**src/rpmt_pkg.sv**
```systemverilog
// ----------------------------------------------------------------------------
// rpmt_pkg
// Shared types and constants for the reverse page map table: field widths,
// operation and result codes, register indexes, controller states and the
// command and status bundles between controller and datapath.
// ----------------------------------------------------------------------------
package rpmt_pkg;

   localparam int OP_W       = 2;
   localparam int FRAME_W    = 20;
   localparam int SPACE_W    = 32;
   localparam int PAGE_W     = 52;
   localparam int STATUS_W   = 3;
   localparam int CNT11_W    = 11;
   localparam int CNT32_W    = 32;
   localparam int CSR_IDX_W  = 2;
   localparam int CSR_DATA_W = 52;

   localparam logic [CNT11_W-1:0] CNT11_MAX = '1;
   localparam logic [CNT32_W-1:0] CNT32_MAX = '1;

   // operation codes (code 3 is unused and ignored)
   localparam logic [OP_W-1:0] OP_ADD    = 2'd0;
   localparam logic [OP_W-1:0] OP_REMOVE = 2'd1;
   localparam logic [OP_W-1:0] OP_QUERY  = 2'd2;

   // register indexes
   localparam logic [CSR_IDX_W-1:0] CSR_ENABLE   = 2'd0;
   localparam logic [CSR_IDX_W-1:0] CSR_FRAMES   = 2'd1;
   localparam logic [CSR_IDX_W-1:0] CSR_VPN_LOW  = 2'd2;
   localparam logic [CSR_IDX_W-1:0] CSR_VPN_HIGH = 2'd3;

   typedef enum logic [STATUS_W-1:0] {
      RES_ADDED    = 3'd0,
      RES_IGNORED  = 3'd1,
      RES_DUP      = 3'd2,
      RES_FULL     = 3'd3,
      RES_REMOVED  = 3'd4,
      RES_MISS_INC = 3'd5,
      RES_MISS_BUG = 3'd6,
      RES_QUERY    = 3'd7
   } res_type;

   typedef enum logic [3:0] {
      FSM_INIT,
      FSM_IDLE,
      FSM_HEAD,
      FSM_HEAD_GOT,
      FSM_WALK,
      FSM_CMP,
      FSM_DECIDE,
      FSM_ALLOC,
      FSM_FREE,
      FSM_DONE
   } state_type;

   typedef struct packed {
      logic    sweep;
      logic    take;
      logic    head_rd;
      logic    head_load;
      logic    node_rd;
      logic    step;
      logic    alloc_rd;
      logic    alloc_wr;
      logic    mark_inc;
      logic    unlink;
      logic    free_wr;
      logic    set_status;
      res_type status;
      logic    bug;
      logic    ovf;
      logic    load_rsp;
   } cmd_type;

   typedef struct packed {
      logic sweep_last;
      logic is_query;
      logic is_add;
      logic valid_path;
      logic tracked;
      logic cur_nil;
      logic found;
      logic free_nil;
      logic inc;
      logic rsp_free;
   } sts_type;

endpackage

```
**src/rpmt_ctrl.sv**
```systemverilog
// ----------------------------------------------------------------------------
// rpmt_ctrl
// Controller of the reverse page map table: clearing pass, head read, chain
// walk, update and result hand-off.
// ----------------------------------------------------------------------------
module rpmt_ctrl (
   input  logic              clock,
   input  logic              reset,
   input  logic              in_valid,
   output logic              in_ready,
   input  rpmt_pkg::sts_type sts,
   output rpmt_pkg::cmd_type cmd
);

   rpmt_pkg::state_type state_ff, state_in;

   always_ff @(posedge clock) begin
      if (reset) state_ff <= rpmt_pkg::FSM_INIT;
      else state_ff <= state_in;
   end

   // next state and commands
   always_comb begin
      cmd        = '0;
      cmd.status = rpmt_pkg::RES_IGNORED;
      in_ready   = 1'b0;
      state_in   = state_ff;
      unique case (state_ff)
         rpmt_pkg::FSM_INIT: begin
            cmd.sweep = 1'b1;
            if (sts.sweep_last) state_in = rpmt_pkg::FSM_IDLE;
         end
         rpmt_pkg::FSM_IDLE: begin
            in_ready = 1'b1;
            if (in_valid) begin
               cmd.take = 1'b1;
               state_in = rpmt_pkg::FSM_HEAD;
            end
         end
         rpmt_pkg::FSM_HEAD: begin
            if (sts.valid_path || (sts.is_query && sts.tracked)) begin
               cmd.head_rd = 1'b1;
               state_in    = rpmt_pkg::FSM_HEAD_GOT;
            end else begin
               cmd.set_status = 1'b1;
               cmd.status     = sts.is_query ? rpmt_pkg::RES_QUERY : rpmt_pkg::RES_IGNORED;
               state_in       = rpmt_pkg::FSM_DONE;
            end
         end
         rpmt_pkg::FSM_HEAD_GOT: begin
            cmd.head_load = 1'b1;
            state_in      = rpmt_pkg::FSM_WALK;
         end
         rpmt_pkg::FSM_WALK: begin
            if (sts.cur_nil) begin
               state_in = rpmt_pkg::FSM_DECIDE;
            end else begin
               cmd.node_rd = 1'b1;
               state_in    = rpmt_pkg::FSM_CMP;
            end
         end
         rpmt_pkg::FSM_CMP: begin
            if (!sts.is_query && sts.found) begin
               state_in = rpmt_pkg::FSM_DECIDE;
            end else begin
               cmd.step = 1'b1;
               state_in = rpmt_pkg::FSM_WALK;
            end
         end
         rpmt_pkg::FSM_DECIDE: begin
            state_in = rpmt_pkg::FSM_DONE;
            priority if (sts.is_query) begin
               cmd.set_status = 1'b1;
               cmd.status     = rpmt_pkg::RES_QUERY;
            end else if (sts.is_add) begin
               priority if (sts.found) begin
                  cmd.set_status = 1'b1;
                  cmd.status     = rpmt_pkg::RES_DUP;
                  cmd.bug        = 1'b1;
               end else if (sts.free_nil) begin
                  cmd.set_status = 1'b1;
                  cmd.status     = rpmt_pkg::RES_FULL;
                  cmd.ovf        = 1'b1;
                  cmd.mark_inc   = 1'b1;
               end else begin
                  cmd.alloc_rd = 1'b1;
                  state_in     = rpmt_pkg::FSM_ALLOC;
               end
            end else begin
               priority if (sts.found) begin
                  cmd.unlink = 1'b1;
                  state_in   = rpmt_pkg::FSM_FREE;
               end else if (sts.inc) begin
                  cmd.set_status = 1'b1;
                  cmd.status     = rpmt_pkg::RES_MISS_INC;
               end else begin
                  cmd.set_status = 1'b1;
                  cmd.status     = rpmt_pkg::RES_MISS_BUG;
                  cmd.bug        = 1'b1;
               end
            end
         end
         rpmt_pkg::FSM_ALLOC: begin
            cmd.alloc_wr   = 1'b1;
            cmd.set_status = 1'b1;
            cmd.status     = rpmt_pkg::RES_ADDED;
            state_in       = rpmt_pkg::FSM_DONE;
         end
         rpmt_pkg::FSM_FREE: begin
            cmd.free_wr    = 1'b1;
            cmd.set_status = 1'b1;
            cmd.status     = rpmt_pkg::RES_REMOVED;
            state_in       = rpmt_pkg::FSM_DONE;
         end
         rpmt_pkg::FSM_DONE: begin
            if (sts.rsp_free) begin
               cmd.load_rsp = 1'b1;
               state_in     = rpmt_pkg::FSM_IDLE;
            end
         end
         default: state_in = rpmt_pkg::FSM_INIT;
      endcase
   end

endmodule
```
**config.mk**
```make
export PLATFORM = sky130hd
export DESIGN_NAME = rpmt_ctrl
export DESIGN_NICKNAME = d
export VERILOG_FILES = /design/src/rpmt_pkg.sv /design/src/rpmt_ctrl.sv
export SDC_FILE = /design/constraint.sdc
export NUM_CORES = 1
export LEC_CHECK = 0
export BUFFER_PORTS_ARGS = -buffer_cell sky130_fd_sc_hd__buf_2
export CAP_MARGIN = 5
export CORE_MARGIN = 2
export CORE_UTILIZATION = 43
export CTS_CLUSTER_DIAMETER = 80
export DETAILED_ROUTE_END_ITERATION = 16
export PLACE_DENSITY_LB_ADDON = 0.2
export RECOVER_POWER = 100
export SYNTH_ARGS = -nofsm -noshare
export SYNTH_HDL_FRONTEND = slang
export SYNTH_SLANG_ARGS = --single-unit
export TNS_END_PERCENT = 30
```
**constraint.sdc**
```tcl
create_clock -name clock -period 2 [get_ports clock]
set_input_delay 0.4 -clock clock [delete_from_list [all_inputs] [get_ports clock]]
set_output_delay 0.4 -clock clock [all_outputs]
set_load 0.01 [all_outputs]
```
==> results of run 1 <==
## final timing paths
check	start	cells past startpoint	endpoint	slack [ns]
setup / recovery	state_ff[0]	5	cmd[6]	0.07
hold / removal	reset	2	state_ff[2]	0.41
setup reg to reg	state_ff[1]	4	state_ff[1]	0.59
hold reg to reg	state_ff[3]	2	state_ff[2]	0.65
## Yosys cell counts, drive strengths merged (2+ instances only)
master  instances
nor4b           2
or4b            2
nor3b           2
and4            2
o31ai           2
and2            2
nor4            3
dfxtp           4
nand3b          2
buf             5
nor2b           2
or2b            2
nor3            3
nor2            6
a21oi           7
inv             2
or3b            2
nand2b          2
a311oi          2
nand2           4
clkbuf          6
o21ai           4
## timing repair
action,in CTS,in global routing
endpoints found under the setup margin,0,3
endpoints found under the hold margin,0,0
resized for setup,0,3
## report_power, final
| group | internal (mW) | leakage [nW] | switching (mW) | total, mW |
|---|---|---|---|---|
| Clock | 0.0668 | 0.0138 | 0.0282 | 0.0950 |
| Combinational | 0.100 | 0.269 | 0.129 | 0.229 |
| Sequential | 0.0925 | 0.0331 | 0.0143 | 0.107 |
## routing by layer
layer / routed length, um / global-route usage [%] / part of all wire (%)
met1: 721 / 30.4 / 47
met2: 732 / 36.3 / 48
met3: 72 / 3.26 / 4.7
met4: 0 / 0 / 0
met5: 0 / 0 / 0
## logic make-up after synthesis
group                  share of synthesized area [%]
AOI/OAI and AO/OA                               27.0
buffers and inverters                           10.8
muxes                                           1.69
DFF                                             13.5
and+or+nand+nor                                 47.0
## critical path, stage by stage (launching register included)
cell and delay (ns):
dfxtp_1 0.34, or4b_4 0.56, inv_2 0.08, a211oi_1 0.07, o21ai_0 0.11, buf_2 0.15
## metrics by stage
stage	total power, mW	setup slack, ns	area, sq um	setup TNS [ns]
2_1_floorplan	0.270	0.261	593	0
3_3_place_gp	0.337	0.218	741	0
3_5_place_dp	0.339	0.199	741	0
4_1_cts	0.437	0.0117	763	0
5_1_grt	0.475	-0.00325	752	-0.00325
6_report	0.431	0.0705	752	0
## area by class of cell
type | instances | area share (%)
Multi-Input combinational cell | 66 | 59.7
Timing Repair Buffer | 35 | 23.0
Sequential cell | 4 | 10.8
Clock buffer | 3 | 3.00
Tap cell | 15 | 2.50
Inverter | 2 | 0.998
==> key figures, run 1 <==
Outcome
  – Status: finished clean

Finish
  – Biggest register: state_ff
  – FF+latch area: between 80 and 90 sq um
  – Commonest non-fill, non-tap cell in the layout: buf_2
  – Max reg flops: 4
  – Final core occ: just under 60%
  – Ratio of cells with drive above 1 in the final layout: between 30 and 40%
  – Filler Cell Count: between 100 and 150
  – Multi-input logic area: 449 sq um
  – Largest registers: state_ff: 4 flops
  – Nets: about 130
  – Area grow syn2layout: 26.8%
  – Non-filler cells, final: roughly 130
  – Most frequent cells in the layout: buf_2, clkbuf_1, a21oi_1, nor2_1
  – Antenna cells: 0

Synth
  – Synth top area share: a little over an eighth
  – Avg Cell Area, Syn: ~7.1 sq um
  – Number of warnings issued by yosys: 0
  – Sequential-to-total area share from yosys stat: a little over an eighth
  – Area leader, netlist: dfxtp_1
  – Post-synth EDFFs: 0
  – Async SR Flop Fraction: 0%
  – #FFs+latches synth: 4
  – Post-Syn Area: about 590 sq um
  – Gate Count Post-Synth: between 80 and 90
  – Ys flop type: dfxtp_1
  – Synth area leaders: dfxtp_1, a21oi_1, clkbuf_1
  – Distinct cell type count after synthesis: 41
  – Post-Syn Nets: 96

STA
  – Setup-failing EPs final: 0
  – Final Hold Viols: 0
  – Min Hold Slack: approximately 0.41 ns
  – Worst-Margin Slew: ~0.4 ns
  – Clock Skews: 0.00105 ns
  – Max-slew headroom: around 73%
  – Maximum clock rate: between 500 and 600 MHz
  – Tmin final: a little under 2 ns
  – Final worst-path cycle share: a little over nine tenths
  – Slew Limit Fails: 0

Clock tree
  – Number of clock sinks: 4
  – CTS root buf: clkbuf_4
  – Worst skew pair latency: between 0.2 and 0.25 ns
  – Worst-path clk slew: 0.04 ns
  – Setup bufs post-CTS: 0
  – Hold bufs inserted after CTS: 0
  – CTS tree: built
  – Clk buf depth: 2
  – Htree depth: 1
  – Num CTS Buffers: 3

Critical path
  – Crit path kind: flip-flop to output port
  – CP Max Fanout: 6
  – Crit. End Element: output port
  – Critical Path AT: 1.53 ns
  – Worst path required time: approximately 1.6 ns
  – Crit start category: flip-flop

Die
  – IO Pins: 32
  – Initial Util: between 40% and 50%
  – Core footprint: approximately 1300 sq um
  – Core Rows: 13
  – Die ar.: roughly 1700 sq um
  – Vert. Die Dim: 41.1 um
  – Die X: roughly 40 um

Global routing
  – First-pass GRT wire length: approximately 2500 um
  – Initial antenna violation count: 0
  – Largest net degree at the start of global routing: 18
  – Number of global-route vias before repair: 565
  – Grt ovf: 0
  – GRT Util Overall: ~22%

Drt
  – DRC errors left: 0
  – DR pass1 iterations: 4
  – Initial DRC Count: 18
  – Routed wire length: ~1500 um
  – Remaining antenna violation count: 0
  – Via density: 5.87
  – DR vias: around 730
  – Wire per inst: between 10 and 15 um

Pwr
  – Power Dens Cells: 573 nW/um^2
  – Pleak: approximately 0.32 nW
  – Peak VDD IR: between 0.0003 and 0.0004 V

Placed design
  – GP Congestion: roughly 0.81
  – Post-Place Cells: 122
  – Port-buffer cells: 31
  – Final HPWL DP: 1150 um

Min path
  – Hold WC Path Type: input port to flip-flop

Run
  – Number of max-cap violations: 0
(Power assumes the default switching activity.)
==> run 2: changes to the inputs <==
--- a/config.mk
+++ b/config.mk
@@ -7,8 +7,10 @@
 export LEC_CHECK = 0
 export BUFFER_PORTS_ARGS = -buffer_cell sky130_fd_sc_hd__buf_2
 export CAP_MARGIN = 5
+export CELL_PAD_IN_SITES_DETAIL_PLACEMENT = 1
+export CELL_PAD_IN_SITES_GLOBAL_PLACEMENT = 2
 export CORE_MARGIN = 2
-export CORE_UTILIZATION = 43
+export CORE_UTILIZATION = 22
 export CTS_CLUSTER_DIAMETER = 80
 export DETAILED_ROUTE_END_ITERATION = 16
 export PLACE_DENSITY_LB_ADDON = 0.2
==> key figures, run 2 (synthesis gave the netlist of run 1 again) <==
Finish
  – FF+latch area: 88.8 sq um (was 81.3 sq um)
  – Final core occ: 35.7% (was 57.8%)
  – Largest registers: state_ff: 4 flops (unchanged)
  – Most frequent cells in the layout: buf_2, buf_4, a21oi_1, nor2_1, nand2_1 (was buf_2, clkbuf_1, a21oi_1, nor2_1)
  – Nets: 134 (was 125)
  – Area grow syn2layout: 51.7% (was 26.8%)
  – Ratio of cells with drive above 1 in the final layout: 52.9% (was 32.7%)
  – Commonest non-fill, non-tap cell in the layout: buf_2 (unchanged)
  – Multi-input logic area: 483 sq um (was 449 sq um)
  – Biggest register: state_ff (unchanged)
  – Max reg flops: 4 (unchanged)
  – Filler Cell Count: 336 (was 133)
  – Antenna cells: 0 (unchanged)

Global routing
  – Largest net degree at the start of global routing: 17 (was 18)
  – Number of global-route vias before repair: 755 (was 565)
  – First-pass GRT wire length: 3450 um (was 2490 um)
  – Grt ovf: 0 (unchanged)
  – Initial antenna violation count: 0 (unchanged)
  – GRT Util Overall: 13.0% (was 21.5%)

Outcome
  – Status: finished clean (unchanged)

Run
  – Number of max-cap violations: 0 (unchanged)

Clock tree
  – Worst skew pair latency: 0.23 ns (about the same)
  – Num CTS Buffers: 3 (unchanged)
  – Clk buf depth: 2 (unchanged)
  – Worst-path clk slew: 0.04 ns (about the same)
  – Htree depth: 1 (unchanged)
  – CTS root buf: clkbuf_4 (unchanged)
  – Number of clock sinks: 4 (unchanged)
  – CTS tree: built (unchanged)
  – Hold bufs inserted after CTS: 0 (unchanged)

Critical path
  – CP Max Fanout: 7 (was 6)
  – Crit start category: flip-flop (unchanged)
  – Crit path kind: flip-flop to output port (unchanged)
  – CP max stage delay: 0.34 ns (was 0.56 ns)
  – Worst Path Buf+Inv: 2 (unchanged)
  – Critical Path AT: 1.54 ns (was 1.53 ns)
  – Crit-path slowest cell: and4bb_2 (was or4b_4)
  – Crit. End Element: output port (unchanged)
  – Worst path required time: 1.60 ns (about the same)
  – CP Cell Sequence: buf_6 -> and4bb_2 -> o211ai_1 -> a311oi_1 -> buf_2 (was or4b_4 -> inv_2 -> a211oi_1 -> o21ai_0 -> buf_2)
  – Crit path max-delay family: compound AO/OA/AOI/OAI gates (was simple AND/OR/NAND/NOR gates)

Die
  – IO Pins: 32 (unchanged)
  – Core footprint: 2520 sq um (was 1300 sq um)
  – Initial Util: 23.5% (was 45.6%)
  – Core Rows: 18 (was 13)
  – Vert. Die Dim: 55.9 um (was 41.1 um)
  – Die X: 55.9 um (was 41.1 um)
  – Die ar.: 3130 sq um (was 1690 sq um)

Placed design
  – Final HPWL DP: 1570 um (was 1150 um)
  – Port-buffer cells: 31 (unchanged)
  – GP Congestion: 0.682 (was 0.806)

Pwr
  – Power Dens Cells: 565 nW/um^2 (was 573 nW/um^2)
  – Pleak: 0.414 nW (was 0.316 nW)
  – Peak VDD IR: 0.000315 V (was 0.000324 V)

STA
  – Final Hold Viols: 0 (unchanged)
  – Min Hold Slack: 0.406 ns (was 0.407 ns)
  – Maximum clock rate: 515 MHz (was 518 MHz)
  – RSZ-0062 raised after global routing: yes
  – Worst-Margin Slew: 0.313 ns (was 0.403 ns)
  – Final worst-path cycle share: 97.1% (was 96.5%)
  – Slew Limit Fails: 0 (unchanged)
  – Max-slew headroom: 78.8% (was 73.2%)
  – Setup-failing EPs final: 0 (unchanged)
  – Tmin final: 1.94 ns (was 1.93 ns)
  – Clock Skews: 0.00656 ns (was 0.00105 ns)

Drt
  – Wire per inst: 14.0 um (was 12.2 um)
  – Routed wire length: 2090 um (was 1530 um)
  – Initial DRC Count: 7 (was 18)
  – DRC errors left: 0 (unchanged)
  – DR pass1 iterations: 4 (unchanged)
  – Via density: 5.16 (was 5.87)
  – Remaining antenna violation count: 0 (unchanged)
  – DR vias: 769 (was 734)

Min path
  – Hold WC Path Type: input port to flip-flop (unchanged)
[run 2: changes by cell type in the layout (fill, tap and decap cells not counted), moves of 2 or more]
cell      change
clkbuf_1     -10
buf_2        +13
dfxtp_1       -2
buf_6         +2
clkbuf_2      -2
dfxtp_4       +2
buf_4         +6
[run 2: path summary, 6_finish.rpt]
path / end / start / slack, ns / cells after the start
worst min register to register: state_ff[2] / state_ff[3] / 0.64 / 2
worst max register to register: state_ff[1] / state_ff[2] / 0.54 / 5
worst max-delay path: cmd[4] / state_ff[0] / 0.06 / 5
worst min-delay path: state_ff[2] / reset / 0.41 / 2
[run 2: cell type report]
| class | count | area share (%) |
|---|---|---|
| Clock buffer | 3 | 2.50 |
| Inverter | 2 | 1.11 |
| Multi-Input combinational cell | 66 | 53.7 |
| Sequential cell | 4 | 9.87 |
| Tap cell | 30 | 4.17 |
| Timing Repair Buffer | 44 | 28.7 |
[run 2: per-stage QoR]
step | worst slack [ns] | power (mW) | cells | setup TNS (ns) | area (sq um)
2_1_floorplan | 0.261 | 0.270 | 83 | 0 | 593
3_3_place_gp | 0.132 | 0.362 | 140 | 0 | 782
3_5_place_dp | 0.0951 | 0.366 | 140 | 0 | 782
4_1_cts | 0.00323 | 0.467 | 144 | 0 | 825
5_1_grt | -0.0568 | 0.550 | 149 | -0.0568 | 900
6_report | 0.0574 | 0.508 | 149 | 0 | 900
[run 2: where the power goes]
part | internal, mW | total [mW] | leakage (nW) | switching (mW)
logic | 0.148 | 0.307 | 0.366 | 0.160
registers | 0.0926 | 0.106 | 0.0345 | 0.0129
clock network | 0.0668 | 0.0954 | 0.0138 | 0.0285
total | 0.307 | 0.508 | 0.414 | 0.201
[run 2: per-layer routing]
metal	part of all wire, %	up-vias	wire [um]	global-route usage [%]
met5	0	-	0	0
met4	0	0	0	2.04
met3	4.5	0	94	1.63
met2	48	22	1010	23.0
met1	47	361	984	17.2
li1	-	386	-	-
[run 2: what timing repair did]
action                     4_1_cts  5_1_grt
resized for setup                5       12
pin swaps                        2        3
buffers inserted                 1        6
setup endpoints to repair        2        6
==> run 3: changes to the inputs <==
==> constraint.sdc (replaced) <==
create_clock -name clock -period 2.2 [get_ports clock]
set_input_delay 0.44 -clock clock [delete_from_list [all_inputs] [get_ports clock]]
set_output_delay 0.44 -clock clock [all_outputs]
set_load 0.01 [all_outputs]
==> key figures, run 3 (synthesis gave the netlist of run 1 again) <==
Critical path
  – Worst r2r src: state_ff[2] (unchanged)
  – Crit. End Element: output port (unchanged)
  – Crit path kind: flip-flop to output port (unchanged)
  – Cells on worst reg2reg path: 4 (was 5)
  – Worst path required time: 1.76 ns (was 1.60 ns)
  – Critical path endpoint: cmd[4] (unchanged)
  – Reg2reg setup slack: 0.73 ns (was 0.54 ns)
  – Critical path origin: state_ff[3] (was state_ff[0])
  – Crit start category: flip-flop (unchanged)
  – CP Max Fanout: 9 (was 7)
  – Critical Path AT: 1.63 ns (was 1.54 ns)
  – R2R Path End: state_ff[1] (unchanged)

Finish
  – Most frequent cells in the layout: buf_2, clkbuf_1, a21oi_1, nor2_1 (was buf_2, buf_4, a21oi_1, nor2_1, nand2_1)
  – Largest registers: state_ff: 4 flops (unchanged)
  – Max reg flops: 4 (unchanged)
  – Area grow syn2layout: 28.5% (was 51.7%)
  – Post-route cell area: 762 sq um (was 900 sq um)
  – FF+latch area: 80.1 sq um (was 88.8 sq um)
  – Antenna cells: 0 (unchanged)
  – Commonest non-fill, non-tap cell in the layout: buf_2 (unchanged)
  – Filler Cell Count: 343 (was 336)
  – Multi-input logic area: 445 sq um (was 483 sq um)
  – Ratio of cells with drive above 1 in the final layout: 29.1% (was 52.9%)
  – Nets: 125 (was 134)
  – Biggest register: state_ff (unchanged)

Drt
  – Remaining antenna violation count: 0 (unchanged)
  – Wire per inst: 13.6 um (was 14.0 um)
  – Initial DRC Count: 19 (was 7)
  – DR vias: 722 (was 769)
  – DR pass1 iterations: 4 (unchanged)
  – Via density: 5.16 (about the same)
  – DRC errors left: 0 (unchanged)
  – Routed wire length: 1900 um (was 2090 um)

Clock tree
  – Setup bufs post-CTS: 0 (was 1)
  – Worst-path clk slew: 0.04 ns (about the same)
  – Worst skew pair latency: 0.23 ns (about the same)
  – CTS tree: built (unchanged)
  – Hold bufs inserted after CTS: 0 (unchanged)
  – CTS root buf: clkbuf_4 (unchanged)
  – Number of clock sinks: 4 (unchanged)
  – CTS resizes: 0 (was 5)
  – Clk buf depth: 2 (unchanged)
  – Num CTS Buffers: 3 (unchanged)
  – Htree depth: 1 (unchanged)

Die
  – IO Pins: 32 (unchanged)
  – Die ar.: 3130 sq um (unchanged)
  – Vert. Die Dim: 55.9 um (unchanged)
  – Initial Util: 23.5% (unchanged)
  – Core footprint: 2520 sq um (unchanged)
  – Die X: 55.9 um (unchanged)
  – Core Rows: 18 (unchanged)

STA
  – Final worst-path cycle share: around 94%
  – Setup tns final: 0 ns (unchanged)
  – Worst setup margin: 0.130 ns (was 0.0574 ns)
  – Max-slew headroom: 72.4% (was 78.8%)
  – RSZ-0062 raised after global routing: no (was yes)
  – Clock Skews: 0.00179 ns (was 0.00656 ns)
  – Tmin final: 2.07 ns
  – Worst-Margin Slew: 0.415 ns (was 0.313 ns)
  – Slew Limit Fails: 0 (unchanged)
  – Maximum clock rate: 483 MHz
  – Final Hold Viols: 0 (unchanged)
  – Setup-failing EPs final: 0 (unchanged)

Global routing
  – First-pass GRT wire length: 3240 um (was 3450 um)
  – Largest net degree at the start of global routing: 18 (was 17)
  – GRT Util Overall: 12.4% (was 13.0%)
  – Initial antenna violation count: 0 (unchanged)
  – Grt ovf: 0 (unchanged)
  – Number of global-route vias before repair: 708 (was 755)

Placed design
  – Place WS: 0.270 ns (was 0.0951 ns)
  – Final HPWL DP: 1510 um (was 1570 um)
  – Port-buffer cells: 31 (unchanged)
  – Placed instance area: 759 sq um (was 782 sq um)
  – GP Congestion: 0.728 (was 0.682)

Pwr
  – Pleak: 0.310 nW (was 0.414 nW)
  – Power Dens Cells: 525 nW/um^2 (was 565 nW/um^2)
  – Peak VDD IR: 0.000218 V (was 0.000315 V)

Outcome
  – Status: finished clean (unchanged)

Min path
  – Hold Crit Depth: 2 (unchanged)
  – Hold WC Path Type: input port to flip-flop (unchanged)

Run
  – Number of max-cap violations: 0 (unchanged)
## run 3: routing by layer
metal	vias to the layer above	track usage, %	routed length [um]
met5	-	0	0
met4	0	5.10	0
met3	0	1.86	114
met2	22	20.2	898
met1	333	16.3	884
li1	367	-	-
## run 3: report_power, final
| part | total, mW | internal, mW | switching, mW |
|---|---|---|---|
| registers | 0.0976 | 0.0837 | 0.0138 |
| logic | 0.211 | 0.0895 | 0.122 |
| clock network | 0.0911 | 0.0610 | 0.0301 |
## run 3: layout make-up
type / count / area share [%]
Clock buffer: 3 / 2.96
Inverter: 2 / 0.985
Multi-Input combinational cell: 66 / 58.5
Sequential cell: 4 / 10.5
Tap cell: 30 / 4.93
Timing Repair Buffer: 35 / 22.2
## run 3: worst min path at each step
stage	from	to	slack, ns
2_1_floorplan	reset	state_ff[3]	0.51
3_3_place_gp	state_ff[2]	state_ff[2]	0.62
3_5_place_dp	state_ff[2]	state_ff[2]	0.64
4_1_cts	reset	state_ff[3]	0.42
5_1_grt	reset	state_ff[2]	0.44
6_report	reset	state_ff[3]	0.43
## run 3: worst max-delay path: stages (launching register included)
cell      delay [ns]
dfxtp_1         0.34
buf_4           0.18
and4bb_2        0.35
o211ai_1        0.10
a311oi_1        0.25
buf_2           0.17
## run 3: through the flow
step	hold WS (ns)	util, %	power [mW]	instances
after floorplan	0.509	-	0.246	83
after global placement	0.623	30.1	0.316	137
after detailed placement	0.640	30.1	0.319	137
after CTS	0.425	31.0	0.416	140
after global routing	0.435	30.2	0.436	140
final	0.435	30.2	0.400	140
